## config.mk

```make
export PLATFORM = sky130hd
export DESIGN_NAME = lpbm_ctrl
export DESIGN_NICKNAME = d
export VERILOG_FILES = /design/src/hw/rtl/lpbm_pkg.sv /design/src/hw/rtl/lpbm_ctrl.sv
export SDC_FILE = /design/constraint.sdc
export NUM_CORES = 1
export LEC_CHECK = 0
export BUFFER_PORTS_ARGS = -buffer_cell sky130_fd_sc_hd__buf_2
export CAP_MARGIN = 10
export CORE_MARGIN = 2
export CORE_UTILIZATION = 40
export CTS_CLUSTER_SIZE = 24
export DETAILED_ROUTE_END_ITERATION = 12
export SLEW_MARGIN = 10
export SYNTH_ARGS = -nofsm -noshare
export SYNTH_HDL_FRONTEND = slang
export SYNTH_SLANG_ARGS = --single-unit
```

## constraint.sdc

```tcl
create_clock -name clock -period 4.2 [get_ports clock]
set_input_delay 0.63 -clock clock [delete_from_list [all_inputs] [get_ports clock]]
set_output_delay 0.63 -clock clock [all_outputs]
set_load 0.02 [all_outputs]
```

## src/hw/rtl/lpbm_pkg.sv

```systemverilog
// Package for the LRU page buffer manager: sizes, transaction structs and
// the command/status groups between controller and datapath. No dependencies.
package lpbm_pkg;

   localparam int NUM_FRAMES  = 1024;
   localparam int NUM_PAGES   = 65536;
   localparam int FRAME_W     = $clog2(NUM_FRAMES);
   localparam int PAGE_W      = $clog2(NUM_PAGES);
   localparam int FRAME_OUT_W = 10;
   localparam int PAGE_OUT_W  = 16;

   // request modes
   localparam logic MODE_FIX   = 1'b0;
   localparam logic MODE_ALLOC = 1'b1;

   typedef struct packed {
      logic                  mode;
      logic [PAGE_OUT_W-1:0] page_id;
      logic                  write_access;
   } req_type;

   typedef struct packed {
      logic [FRAME_OUT_W-1:0] frame_num;
      logic [PAGE_OUT_W-1:0]  page_held;
      logic                   hit;
      logic                   fetch_needed;
      logic                   evict_valid;
      logic [PAGE_OUT_W-1:0]  evict_page;
      logic                   writeback_needed;
      logic                   status;
   } rsp_type;

   // controller -> datapath
   typedef struct packed {
      logic clear_wr;
      logic load_req;
      logic decide;
      logic unlink;
      logic append;
      logic load_rsp;
   } cmd_type;

   // datapath -> controller
   typedef struct packed {
      logic clear_last;
      logic alloc_full;
   } stat_type;

endpackage

```

## src/hw/rtl/lpbm_ctrl.sv

```systemverilog
// Controller of the page buffer manager: sequences map clear, lookup, LRU
// relink and result hand-off. Depends on lpbm_pkg.
module lpbm_ctrl
   import lpbm_pkg::*;
(
   input  logic     clock,
   input  logic     reset,
   input  logic     req_valid,
   output logic     req_stall,
   output logic     rsp_valid,
   input  logic     rsp_stall,
   input  stat_type stat,
   output cmd_type  cmd
);

   typedef enum logic [7:0] {
      ST_CLEAR  = 8'b0000_0001,
      ST_IDLE   = 8'b0000_0010,
      ST_MAP    = 8'b0000_0100,
      ST_DECIDE = 8'b0000_1000,
      ST_LINK   = 8'b0001_0000,
      ST_UNLINK = 8'b0010_0000,
      ST_APPEND = 8'b0100_0000,
      ST_DONE   = 8'b1000_0000
   } state_type;

   state_type state_ff, state_in;
   logic      rsp_valid_ff, rsp_valid_in;
   logic      accept;
   logic      slot_free;

   assign accept    = (state_ff == ST_IDLE) && req_valid;
   assign slot_free = !rsp_valid_ff || !rsp_stall;
   assign req_stall = (state_ff != ST_IDLE);
   assign rsp_valid = rsp_valid_ff;

   // commands
   always_comb begin
      cmd          = '0;
      cmd.clear_wr = (state_ff == ST_CLEAR);
      cmd.load_req = accept;
      cmd.decide   = (state_ff == ST_DECIDE);
      cmd.unlink   = (state_ff == ST_UNLINK);
      cmd.append   = (state_ff == ST_APPEND);
      cmd.load_rsp = (state_ff == ST_DONE) && slot_free;
   end

   // next state
   always_comb begin
      state_in = state_ff;
      unique case (state_ff)
         ST_CLEAR:  if (stat.clear_last) state_in = ST_IDLE;
         ST_IDLE:   if (req_valid) state_in = stat.alloc_full ? ST_DONE : ST_MAP;
         ST_MAP:    state_in = ST_DECIDE;
         ST_DECIDE: state_in = ST_LINK;
         ST_LINK:   state_in = ST_UNLINK;
         ST_UNLINK: state_in = ST_APPEND;
         ST_APPEND: state_in = ST_DONE;
         ST_DONE:   if (slot_free) state_in = ST_IDLE;
         default:   state_in = ST_IDLE;
      endcase
   end

   // result valid
   always_comb begin
      priority if (cmd.load_rsp) begin
         rsp_valid_in = 1'b1;
      end else if (!rsp_stall) begin
         rsp_valid_in = 1'b0;
      end else begin
         rsp_valid_in = rsp_valid_ff;
      end
   end

   always_ff @(posedge clock) begin
      if (reset) begin
         state_ff     <= ST_CLEAR;
         rsp_valid_ff <= 1'b0;
      end else begin
         state_ff     <= state_in;
         rsp_valid_ff <= rsp_valid_in;
      end
   end

endmodule

```

After elaboration in Yosys (flattened, before gate mapping)
Cells that the tools add are included.
Widths: inputs -> output; s select.
{ "classes": {"n_eq_ne": 13, "mux": 7, "reduce_logical": 6} }
{ "ops": {"columns": ["cell", "count"], "rows": [
  ["$pmux 8 s8", 1],
  ["$mux 8", 4],
  ["$eq 8x1->1 const B", 1],
  ["$eq 8x2->1 const B", 1],
  ["$eq 8x3->1 const B", 1],
  ["$eq 8x4->1 const B", 1],
  ["$eq 8x5->1 const B", 1],
  ["$eq 8x6->1 const B", 1],
  ["$eq 8x7->1 const B", 1],
  ["$eq 8x8->1 const B", 1],
  ["$ne 8x2->1 const B", 1],
  ["$ne 2x2->1 const B", 3],
  ["$reduce_and 3->1", 1],
  ["$logic_and 1x1->1", 2],
  ["$logic_not 1->1", 2],
  ["$mux 1", 2],
  ["$ne 2x1->1 const B", 1],
  ["$logic_or 1x1->1", 1]
]} }
{ "totals": {"regBits": 9, "inputBits": 6, "wordCells": 28} }

Logic depth before layout (Yosys ltp)
{ "depth": {"depth_word": 4, "depth_mapped": 5} }

Least setup slack after synthesis
No wires, ideal clock.
{ "synth_path": {"kind": "register to output", "from": "register state_ff[4]", "to": "output port cmd[3] in the netlist's numbering", "arrival_time_ns": 1.168, "t_required_ns": 3.570, "path_slack_ns": 2.402, "path_stages_with_launch": 4, "n_path_buf": 0, "cell_sequence": "dfxtp_1 > nor4_2 > nand2_1 > nor3b_2"} }
{ "synth_lines": {"columns": ["item", "line_no", "source"], "rows": [
  ["start: declaration", "lpbm_ctrl.sv:27", "state_type state_ff, state_in;"],
  ["start signal: assignment", "lpbm_ctrl.sv:80", "state_ff <= state_in;"],
  ["end: declaration", "lpbm_ctrl.sv:13", "output cmd_type cmd"]
]} }

==> impl_metrics.env <==
export IMPL_max_slew_margin_rel_pct=79.7
export IMPL_gp_congestion=0.802
export IMPL_drt_total_wl_um=1090
export IMPL_cts_hold_buf=0
export IMPL_routedWlPerCell_um=12.5
export IMPL_grtUsageMet3_pct=5.00
export IMPL_p_per_area_nw_per_um2=297
export IMPL_area_growth_pct=16.8
export IMPL_core_area_um2=1270
export IMPL_antenna_left=0
export IMPL_via_count=472
export IMPL_cts_tree="done"
export IMPL_clock_path_buffers=2
export IMPL_yosys_most_used_dff="dfxtp_1"
export IMPL_post_cts_resized=0
export IMPL_firstDrtPassIters=4
export IMPL_tightest_slew_ns=0.302
export IMPL_finalSetupTns_ns=0
export IMPL_final_nets=79
export IMPL_finClkSkew_ns=0.00748
export IMPL_power_leakage_nw=0.263
export IMPL_final_common_cell="buf_2"
export IMPL_grt_pass1_vias=378
export IMPL_antenna_found_initial=0
export IMPL_finalHoldViolations=0
export IMPL_fp_dieW_um=40.6
export IMPL_finalSetupViolCount=0
export IMPL_clk_insertion_delay_late_ns=0.26
export IMPL_startpoint_type="flop"
export IMPL_cts_sinks=9
export IMPL_yosys_warnings=0
export IMPL_grt_busiest_layer="met2"
export IMPL_worstSetupEndpointType="output pin"
export IMPL_met1_usage_pct=19.5
export IMPL_drc_errors=0
export IMPL_drive_above_1_share_pct=33.3
export IMPL_clk_transition_reported_paths_ns=0.05
export IMPL_grt_overflow_total=0
export IMPL_finalCriticalPeriod_ns=2.21
export IMPL_ys_seq_area_share_pct=33.6
export IMPL_synth_fp_nets=64
export IMPL_cts_root_buffer="clkbuf_4"
export IMPL_grt_pass1_wl_um=1660
export IMPL_status="completed"
export IMPL_synthCells=58
export IMPL_cts_buffers=3
export IMPL_crit_fanout=5
export IMPL_maxCapViolCount=0
export IMPL_viasPerCell=5.43
export IMPL_htree_num_levels=1
export IMPL_layout_common_cells="buf_2, dfxtp_1, nor2_1, nand2_1, nor3b_2"
export IMPL_die_h_um=40.6
export IMPL_fmax_mhz=453
export IMPL_grt_start_max_net_pins=11
export IMPL_hp_class="flop to flop"
export IMPL_grtUsageMet2_pct=25.0
export IMPL_worstPathArrival_ns=1.58
export IMPL_start_util_pct=42.2
export IMPL_synth_enable_flop_cells=0
export IMPL_yosys_register_bits=9
export IMPL_ys_types=27
export IMPL_ys_async_sr_fraction_pct=0
export IMPL_synth_cell_area_um2=536
export IMPL_track_usage_pct=16.3
export IMPL_synth_avg_cell_area_um2=9.23
export IMPL_fp_dieArea_um2=1650
export IMPL_post_dp_hpwl_um=840
export IMPL_hold_ws_ns=0.508
export IMPL_numPortBuffers=13
export IMPL_fp_row_count=13
export IMPL_post_cts_setup_buffer_count=0
export IMPL_crit_required_ns=3.57
export IMPL_diodes=0
export IMPL_drt_iter0_markers=8
export IMPL_rrSetupSlack_ns=2.72
export IMPL_rsz0062_at_grt="false"
export IMPL_critical_path_class="flop to output pin"
export IMPL_io_pins=14
export IMPL_peakVddDrop_uv=127
export IMPL_timing_final_crit_share_pct=52.6
export IMPL_drv_slew=0
[layer usage]
metal	vias up	share of wire (%)
li1	243	-
met1	212	47
met2	15	46
met3	2	6.1
met4	0	0.46
met5	-	0
[metrics by stage]
step | util [%] | worst slack, ns | cells | power, mW | cell area (um^2)
2_1_floorplan | - | 2.40 | 58 | 0.114 | 536
3_3_place_gp | 47.2 | 2.27 | 83 | 0.122 | 599
3_5_place_dp | 47.2 | 2.25 | 83 | 0.122 | 599
4_1_cts | 49.3 | 1.96 | 87 | 0.189 | 626
5_1_grt | 49.3 | 1.84 | 87 | 0.197 | 626
6_report | 49.3 | 1.99 | 87 | 0.186 | 626
[registers in the layout, summed over array words and instances, names as in the netlist]
register	count
state_ff	8
rsp_valid	1
[worst paths after layout]
path | start | to | depth (start not counted)
setup / recovery | state_ff[2]$_SDFFE_PP0P_ | cmd[4] | 4
hold / removal | rsp_valid$_SDFFE_PP0P_ | rsp_valid$_SDFFE_PP0P_ | 2
setup reg to reg | state_ff[2]$_SDFFE_PP0P_ | state_ff[1]$_SDFFE_PP0P_ | 4
hold reg to reg | rsp_valid$_SDFFE_PP0P_ | rsp_valid$_SDFFE_PP0P_ | 2
[cell usage after synthesis, types with 2 or more instances]
master / number / area share, %
nor3b_2: 4 / 9.3
dfxtp_1: 9 / 34
buf_4: 2 / 2.8
o21ai_0: 3 / 2.8
nor2_1: 5 / 3.5
nor3b_1: 3 / 4.2
and4b_1: 3 / 5.6
nand2_1: 5 / 3.5
o211ai_1: 2 / 2.8
a21oi_1: 3 / 2.8
inv_1: 3 / 2.1
[final cells by class]
cell class	count	area [um^2]
Clock buffer	4	26.3
Fill cell	138	643
Inverter	3	11.3
Multi-Input combinational cell	43	324
Sequential cell	9	180
Tap cell	15	18.8
Timing Repair Buffer	13	65.1
[worst max-delay path, stage by stage (launching register included)]
cell     delay [ns]
dfxtp_1        0.37
nor4_4         0.37
and4b_1        0.29
and2_1         0.14
buf_2          0.16
[kinds of logic (layout without fill, tap and decap cells)]
kind of cell	after synthesis	in the layout	synth area share, %
and+or+nand+nor	31	31	44.6
AOI/OAI and AO/OA	11	11	14.2
DFF	9	9	33.6
buffers and inverters	6	20	5.84
xor gates and xnor gates	1	1	1.64
[where the power goes]
| part | total, mW | leakage [nW] | switching (mW) | internal (mW) |
|---|---|---|---|---|
| clock | 0.0653 | 0.0150 | 0.0288 | 0.0365 |
| sequential | 0.0924 | 0.0733 | 0.00465 | 0.0877 |
| combinational | 0.0279 | 0.174 | 0.0153 | 0.0126 |
(Power assumes the default switching activity.)
